`config.mk`:
```
export PLATFORM = sky130hd
export DESIGN_NAME = tci_divider
export DESIGN_NICKNAME = d
export VERILOG_FILES = /design/src/rtl/tci_pkg.sv /design/src/rtl/tci_div_cell.sv /design/src/rtl/tci_divider.sv
export SDC_FILE = /design/constraint.sdc
export NUM_CORES = 2
export LEC_CHECK = 0
export ABC_AREA = 1
export BUFFER_PORTS_ARGS = -buffer_cell sky130_fd_sc_hd__buf_4
export CORE_AREA = 2 2 468 470
export DETAILED_ROUTE_END_ITERATION = 8
export DIE_AREA = 0 0 470 472
export GPL_TIMING_DRIVEN = 0
export PLACE_DENSITY = 0.89
export SYNTH_ARGS = -nofsm -noshare
export SYNTH_HDL_FRONTEND = slang
export SYNTH_SLANG_ARGS = --single-unit
```
`constraint.sdc`:
```
create_clock -name clock -period 2.6 [get_ports clock]
set_input_delay 0.39 -clock clock [delete_from_list [all_inputs] [get_ports clock]]
set_output_delay 0.39 -clock clock [all_outputs]
set_load 0.02 [all_outputs]
```
`src/rtl/tci_pkg.sv`:
```
package tci_pkg;

   // Fixed point format
   localparam int FRAC_BITS = 16;
   localparam int FIELD_W   = 17;
   localparam logic [FIELD_W-1:0] ONE_Q = FIELD_W'(1 << FRAC_BITS);

   // Datapath widths
   localparam int DEN_W  = FIELD_W + 1;        // signed knot or throttle difference
   localparam int FV_W   = 37;                 // saturated value, +-(2^36 - 1)
   localparam int PROD_W = DEN_W + FV_W;       // difference times value
   localparam int NUM_W  = PROD_W + 1;         // difference of two products
   localparam int MAG_W  = NUM_W - 1;
   localparam int QBITS  = FV_W - 1;           // quotient bits below saturation
   localparam int REM_W  = FIELD_W;            // partial remainder, below divisor
   localparam logic [QBITS-1:0] SAT_MAG = '1;

   // Pipeline depth
   localparam int DIV_LAT   = QBITS + 2;       // entry stage, cells, result stage
   localparam int LEVEL_LAT = DIV_LAT + 2;     // products, numerator, divider
   localparam int NUM_LVL   = 4;
   localparam int TL_LEN    = NUM_LVL * LEVEL_LAT;
   localparam int TOTAL_LAT = TL_LEN + 4;      // plus linear merge and blend

   // Register file
   localparam int CSR_IDX_W = 3;
   localparam logic [CSR_IDX_W-1:0] CSR_KNOT_X1      = 3'd0;
   localparam logic [CSR_IDX_W-1:0] CSR_KNOT_X2      = 3'd1;
   localparam logic [CSR_IDX_W-1:0] CSR_KNOT_X3      = 3'd2;
   localparam logic [CSR_IDX_W-1:0] CSR_KNOT_Y1      = 3'd3;
   localparam logic [CSR_IDX_W-1:0] CSR_KNOT_Y2      = 3'd4;
   localparam logic [CSR_IDX_W-1:0] CSR_KNOT_Y3      = 3'd5;
   localparam logic [CSR_IDX_W-1:0] CSR_BLEND_FACTOR = 3'd6;

   localparam logic [FIELD_W-1:0] RST_KNOT_X1 = 17'd16384;
   localparam logic [FIELD_W-1:0] RST_KNOT_X2 = 17'd32768;
   localparam logic [FIELD_W-1:0] RST_KNOT_X3 = 17'd49152;
   localparam logic [FIELD_W-1:0] RST_KNOT_Y1 = 17'd16384;
   localparam logic [FIELD_W-1:0] RST_KNOT_Y2 = 17'd32768;
   localparam logic [FIELD_W-1:0] RST_KNOT_Y3 = 17'd49152;
   localparam logic [FIELD_W-1:0] RST_BLEND   = 17'd0;

   // State carried by one divider cell
   typedef struct packed {
      logic [REM_W-1:0] rem;     // partial remainder
      logic [QBITS-1:0] low;     // dividend bits out, quotient bits in
      logic [REM_W-1:0] dmag;    // divisor magnitude
      logic             neg;     // quotient sign
      logic             ovf;     // quotient saturates
   } cell_type;

   // Linear segment chosen for one throttle value
   typedef struct packed {
      logic [FIELD_W-1:0] xa;
      logic [FIELD_W-1:0] ya;
      logic [FIELD_W-1:0] xb;
      logic [FIELD_W-1:0] yb;
      logic               eq;    // throttle sits on the second knot
   } seg_type;

   typedef struct packed {
      logic [FIELD_W-1:0] curve;
      logic               clamped;
      logic               degen;
   } result_type;

   function automatic logic signed [DEN_W-1:0] tci_diff(input logic [FIELD_W-1:0] a,
                                                       input logic [FIELD_W-1:0] b);
      tci_diff = $signed({1'b0, a}) - $signed({1'b0, b});
   endfunction

   function automatic seg_type tci_pick_seg(input logic [FIELD_W-1:0] t,
                                            input logic [FIELD_W-1:0] x1,
                                            input logic [FIELD_W-1:0] x2,
                                            input logic [FIELD_W-1:0] x3,
                                            input logic [FIELD_W-1:0] y1,
                                            input logic [FIELD_W-1:0] y2,
                                            input logic [FIELD_W-1:0] y3);
      seg_type s;
      s.eq = 1'b0;
      if (t < x1) begin
         s.xa = '0;  s.ya = '0;  s.xb = x1;    s.yb = y1;
      end else if (t > x3) begin
         s.xa = x3;  s.ya = y3;  s.xb = ONE_Q; s.yb = ONE_Q;
      end else if (t > x2) begin
         s.xa = x2;  s.ya = y2;  s.xb = x3;    s.yb = y3;
      end else if (t > x1) begin
         s.xa = x1;  s.ya = y1;  s.xb = x2;    s.yb = y2;
      end else begin
         s.xa = x1;  s.ya = y1;  s.xb = x2;    s.yb = y2;
         s.eq = 1'b1;
      end
      tci_pick_seg = s;
   endfunction

endpackage

```
`src/rtl/tci_div_cell.sv`:
```
module tci_div_cell import tci_pkg::*; (
   input  logic     clock,
   input  logic     en,
   input  cell_type cell_in,
   output cell_type cell_out
);

   logic [REM_W:0] trial;
   logic [REM_W:0] sub;
   logic           ge;
   cell_type       cell_in_next;
   cell_type       cell_ff;

   // one restoring step: bring down the next dividend bit
   always_comb begin
      trial        = {cell_in.rem, cell_in.low[QBITS-1]};
      sub          = trial - {1'b0, cell_in.dmag};
      ge           = (trial >= {1'b0, cell_in.dmag});
      cell_in_next = cell_in;
      cell_in_next.rem = ge ? sub[REM_W-1:0] : trial[REM_W-1:0];
      cell_in_next.low = {cell_in.low[QBITS-2:0], ge};
   end

   always_ff @(posedge clock) begin
      if (en) begin
         cell_ff <= cell_in_next;
      end
   end

   assign cell_out = cell_ff;

endmodule

```
`src/rtl/tci_divider.sv`:
```
module tci_divider import tci_pkg::*; (
   input  logic                    clock,
   input  logic                    en,
   input  logic signed [NUM_W-1:0] num_in,
   input  logic signed [DEN_W-1:0] den_in,
   output logic signed [FV_W-1:0]  quo_out
);

   logic [NUM_W-1:0] num_abs;
   logic [DEN_W-1:0] den_abs;
   logic [MAG_W-1:0] mag;
   cell_type         entry_in;
   cell_type         entry_ff;
   cell_type         chain [0:QBITS];
   logic [QBITS-1:0] qmag;
   logic signed [FV_W-1:0] quo_in;
   logic signed [FV_W-1:0] quo_ff;

   // signs split off; quotient at or above 2^36 saturates
   always_comb begin
      num_abs       = num_in[NUM_W-1] ? NUM_W'(-num_in) : NUM_W'(num_in);
      den_abs       = den_in[DEN_W-1] ? DEN_W'(-den_in) : DEN_W'(den_in);
      mag           = num_abs[MAG_W-1:0];
      entry_in.dmag = den_abs[REM_W-1:0];
      entry_in.neg  = num_in[NUM_W-1] ^ den_in[DEN_W-1];
      entry_in.ovf  = (mag[MAG_W-1:QBITS] >= {{(MAG_W-QBITS-REM_W){1'b0}}, den_abs[REM_W-1:0]});
      entry_in.rem  = mag[QBITS+REM_W-1:QBITS];
      entry_in.low  = mag[QBITS-1:0];
   end

   always_ff @(posedge clock) begin
      if (en) begin
         entry_ff <= entry_in;
      end
   end

   assign chain[0] = entry_ff;

   for (genvar k = 0; k < QBITS; k++) begin : g_cell
      tci_div_cell u_cell (
         .clock    (clock),
         .en       (en),
         .cell_in  (chain[k]),
         .cell_out (chain[k+1])
      );
   end

   always_comb begin
      qmag   = chain[QBITS].ovf ? SAT_MAG : chain[QBITS].low;
      quo_in = chain[QBITS].neg ? -$signed({1'b0, qmag}) : $signed({1'b0, qmag});
   end

   always_ff @(posedge clock) begin
      if (en) begin
         quo_ff <= quo_in;
      end
   end

   assign quo_out = quo_ff;

endmodule

```
==> metrics.md <==
| Metric | Value |
|---|---|
| Antenna-violating nets left | `0` |
| Worst hold start | `num_in[6]` |
| Die outline width | `470 microns` |
| Total standard cell area after synthesis | `125000 sq um` |
| Cell depth of the worst flop-to-flop path | `10` |
| Least setup slack across all paths after layout | `0.0235 ns` |
| Avg Vias per Cell | `5.52` |
| Number of DRC markers after the initial detailed-route iteration | `7688` |
| Top delay family on crit path | `simple AND/OR/NAND/NOR gates` |
| Boundary Pins | `113` |
| Cell variety after synth | `42` |
| Post-Syn Area per Cell | `11.2 sq um` |
| Proportion of power drawn by flip-flops and latches | `39.3%` |
| YS warnings | `0` |
| Post-Route Utilization | `65.3%` |
| TritonCTS Buffers | `292` |
| Cell with the largest stage delay on the worst path | `dlygate4sd3_1` |
| Static leakage power | `60.1 nW` |
| H-tree levels | `5` |
| Async SR Flop Fraction | `0%` |
| Synth area leaders | `edfxtp_1, nand2_1, ha_1` |
| Class of the most critical setup path | `in2reg` |
| Dominant register cell in the synthesized netlist | `edfxtp_1` |
| Largest fanout of any net on the critical path | `3` |
| Critical path data arrival time | `3.18 ns` |
| Total length of routed wires | `272 mm` |
| Reg2reg start | `g_cell[9].u_cell.cell_out[9]$_DFFE_PP_` |
| Number of global-route vias before repair | `79.5k` |
| Aggregate global-route resource usage | `24.1%` |
| TritonCTS clock tree | `done` |
| Yosys top cell by area | `edfxtp_1` |
| NetSw | `58.8 mW` |
| Share of final-layout standard cells stronger than drive strength 1 | `7.34%` |
| Clock slew at the register clock pins of the worst setup and hold paths | `0.06 ns` |
| Maximum number of pins on one net before global-route repair | `208` |
| Count of standard-cell rows | `171` |
| Hold path depth | `4` |
| Post-placement setup slack | `-2.33 ns` |
| Share of the yosys chip area belonging to registers | `64.0%` |
| Most frequent cells in the layout | `edfxtp_1, nand2_1, inv_1` |
| Synth Register Bits | `2667` |
| Detail-routed net length per standard cell | `18.4 microns` |
| Setup repair after global routing missed its margin | `yes` |
| Maximum capacitance violations | `0` |
| Required time reported for the critical path endpoint | `3.20 ns` |
| Vias after detailed routing | `81.8k` |
| Vertical die dimension | `472 microns` |
| Worst-Skew Late Latency | `0.93 ns` |
| Count of endpoints failing setup in the final report | `0` |
| Endpoint of the worst hold path | `chain[2618]$_DFFE_PP_` |
| Initial standard-cell utilization of the core | `57.8%` |
| Final hold vios | `0` |
| Initial antenna violation count | `4` |
| Nets | `12.5k` |
| Bufs on Longest Clock Path | `4` |
| Category of the worst setup path capture point | `register` |
| Instance count of the mapped netlist | `11.2k` |
| Nets in the synthesized netlist | `11.9k` |
| Synth top area share | `64.0%` |
| Final worst path period need | `2.58 ns` |
| Count of buffering cells on the critical path with inverters included | `2` |
| Wire length of the first global-routing pass | `427 mm` |
| Placeable core area | `217000 sq um` |
| Leading cell type in the layout, fill and taps excluded | `edfxtp_1` |
| Switching fraction of total power | `36.6%` |
| Ratio of final minimum period to clock period | `99.1%` |
| Worst Hold Class | `in2reg` |
| Worst r2r dst | `g_cell[10].u_cell.cell_out[61]$_DFFE_PP_` |
| Worst slew margin relative to its limit | `30.4%` |
| Clock group share of total power | `24.7%` |
| Fin. max-slew vios | `0` |
| Last weighted congestion value of the routability-driven placer | `0.924` |
| Status | `complete, no violations` |
| Final Skew | `0.0490 ns` |
| Post-detailed-route DRC marker count | `0` |
| Reg2Reg Setup Slack | `0.06 ns` |
| Delay of the slowest critical-path stage | `0.54 ns` |
| Fmax | `388 MHz` |
| Clock net sink count | `2667` |
| Clock root buffer | `clkbuf_16` |
| EDFF count, synth | `2667` |
| Ordered list of cells on the worst path | `dlygate4sd3_1 -> buf_4 -> or2_2 -> nor3_1 -> a31oi_1 -> xor2_1 -> ha_1 -> nand2_1 -> nor2_2 -> nand4_1 -> nor2_2 -> nor2_1 -> a21oi_1 -> nor2_1 -> nand3_1` |
| Total grt overflow | `0` |
| Pin slew with the least headroom to its limit | `1.04 ns` |
| Internal Dissipation | `102 mW` |
| Part of the total power dissipated in combinational logic | `36.1%` |
| VDD IR-drop max | `0.965 mV` |
| Power Dens Cells | `1140 nW/um^2` |
| HPWL reported at the end of detailed placement | `190 mm` |
| Kind of start point of the critical path | `primary input` |
| Total iterations of the first detailed-routing run | `8` |
| Die outline area | `222000 sq um` |
| Area growth syn-to-layout | `13.0%` |
| Port Buffers | `111` |
## layout make-up
class                           count  area, sq um
Clock inverter                    165         1540
Tap cell                         2854         3570
Buffer                            119          756
Antenna cell                        1         2.50
Inverter                         1737         6520
Clock buffer                      330         7530
Multi-Input combinational cell   6632        38300
Timing Repair Buffer              304         3090
Fill cell                       16000        75100
Sequential cell                  2667        80100
## flip-flops by register name, indices dropped and copies added, names as in the netlist
register and flops:
g_cell.u_cell.cell_out 2558, chain 72, quo_out 37
## routing by layer
metal / wire, microns / part of all wire [%] / track usage (%)
met2: 131000 / 48 / 40.3
met5: 35 / 0.013 / 0
met1: 113000 / 42 / 32.5
met3: 18400 / 6.8 / 3.61
met4: 9510 / 3.5 / 8.22
## cells by family after synthesis
| logic type | synth area share, % |
|---|---|
| AO/OA/AOI/OAI | 6.60 |
| XOR/XNOR | 3.54 |
| adder cells (fa/ha/maj) | 6.88 |
| buffers and inverters | 5.76 |
| flip-flops | 64.0 |
| AND/OR/NAND/NOR | 13.3 |
## metrics by stage
stage | instances | hold slack (ns) | cell area, sq um | power [mW] | setup TNS [ns]
floorplan | 11200 | 0.400 | 125000 | 102 | -0.0343
global placement | 14100 | 0.400 | 130000 | 120 | -
detailed placement | 14100 | 0.405 | 130000 | 119 | -1639.31
CTS | 14700 | -0.0539 | 140000 | 160 | 0
global route | 14800 | 0.0259 | 141000 | 171 | -0.268
finish | 14800 | 0.0460 | 141000 | 161 | 0
## cell usage after synthesis (3+ instances only)
library cell  instances
a21boi_0              3
a21o_1                5
a21oi_1             727
a31oi_1               3
and2_1               70
buf_1                 5
buf_2                69
buf_4                37
clkbuf_1              6
edfxtp_1           2667
fa_1                 35
ha_1                632
inv_1              1735
nand2_1            2271
nand3_1             362
nand3b_1             74
nand4_1             354
nand4_2               7
nor2_1              566
nor2_2               14
nor2_4                5
nor3_1               95
nor3_2                7
nor3b_2               3
nor4_1                5
o211ai_1             36
o21a_1               14
o21ai_0             812
o21ai_1               5
o21ai_2               3
o21bai_1              4
or2_2                 7
xnor2_1             105
xor2_1              401
## power groups by stage
| stage | clock [mW] | sequential [mW] | combinational, mW |
|---|---|---|---|
| floorplan | 0 | 61.4 | 40.9 |
| global placement | 0 | 65.4 | 54.3 |
| detailed placement | 0 | 63.7 | 55.1 |
| CTS | 40.3 | 63.0 | 56.2 |
| global route | 41.9 | 63.7 | 65.1 |
| finish | 39.7 | 63.1 | 57.9 |
## worst reg2reg max path: cells and delay by family, from the launching register on
kind	cells	cell delay [ns]
adders and majority gates	1	0.37
DFF	1	0.42
and+or+nand+nor	3	0.31
AOI/OAI and AO/OA	3	0.80
buffers and inverters	3	0.39
## what timing repair did
action | 4_1_cts | 5_1_grt
buffers inserted | 16 | 72
gates cloned | 9 | 3
endpoints found under the hold margin | 171 | 35
hold buffers | 76 | 3
gates resized for setup | 34 | 145
pin swaps | 14 | 47
setup endpoints to repair | 594 | 648
## how the worst max path moves through the flow
stage / startpoint / endpoint / slack (ns) / cells past startpoint
6_report: num_in[46] / chain[2592]$_DFFE_PP_ / 0.02 / 15
5_1_grt: num_in[7] / chain[2592]$_DFFE_PP_ / -0.18 / 18
4_1_cts: num_in[0] / chain[2592]$_DFFE_PP_ / 0.004 / 19
3_5_place_dp: en / g_cell[34].u_cell.cell_out[11]$_DFFE_PP_ / -2.33 / 6
3_3_place_gp: en / g_cell[34].u_cell.cell_out[58]$_DFFE_PP_ / -22.03 / 1
2_1_floorplan: num_in[1] / chain[2592]$_DFFE_PP_ / -0.03 / 21
(Power assumes the default switching activity.)
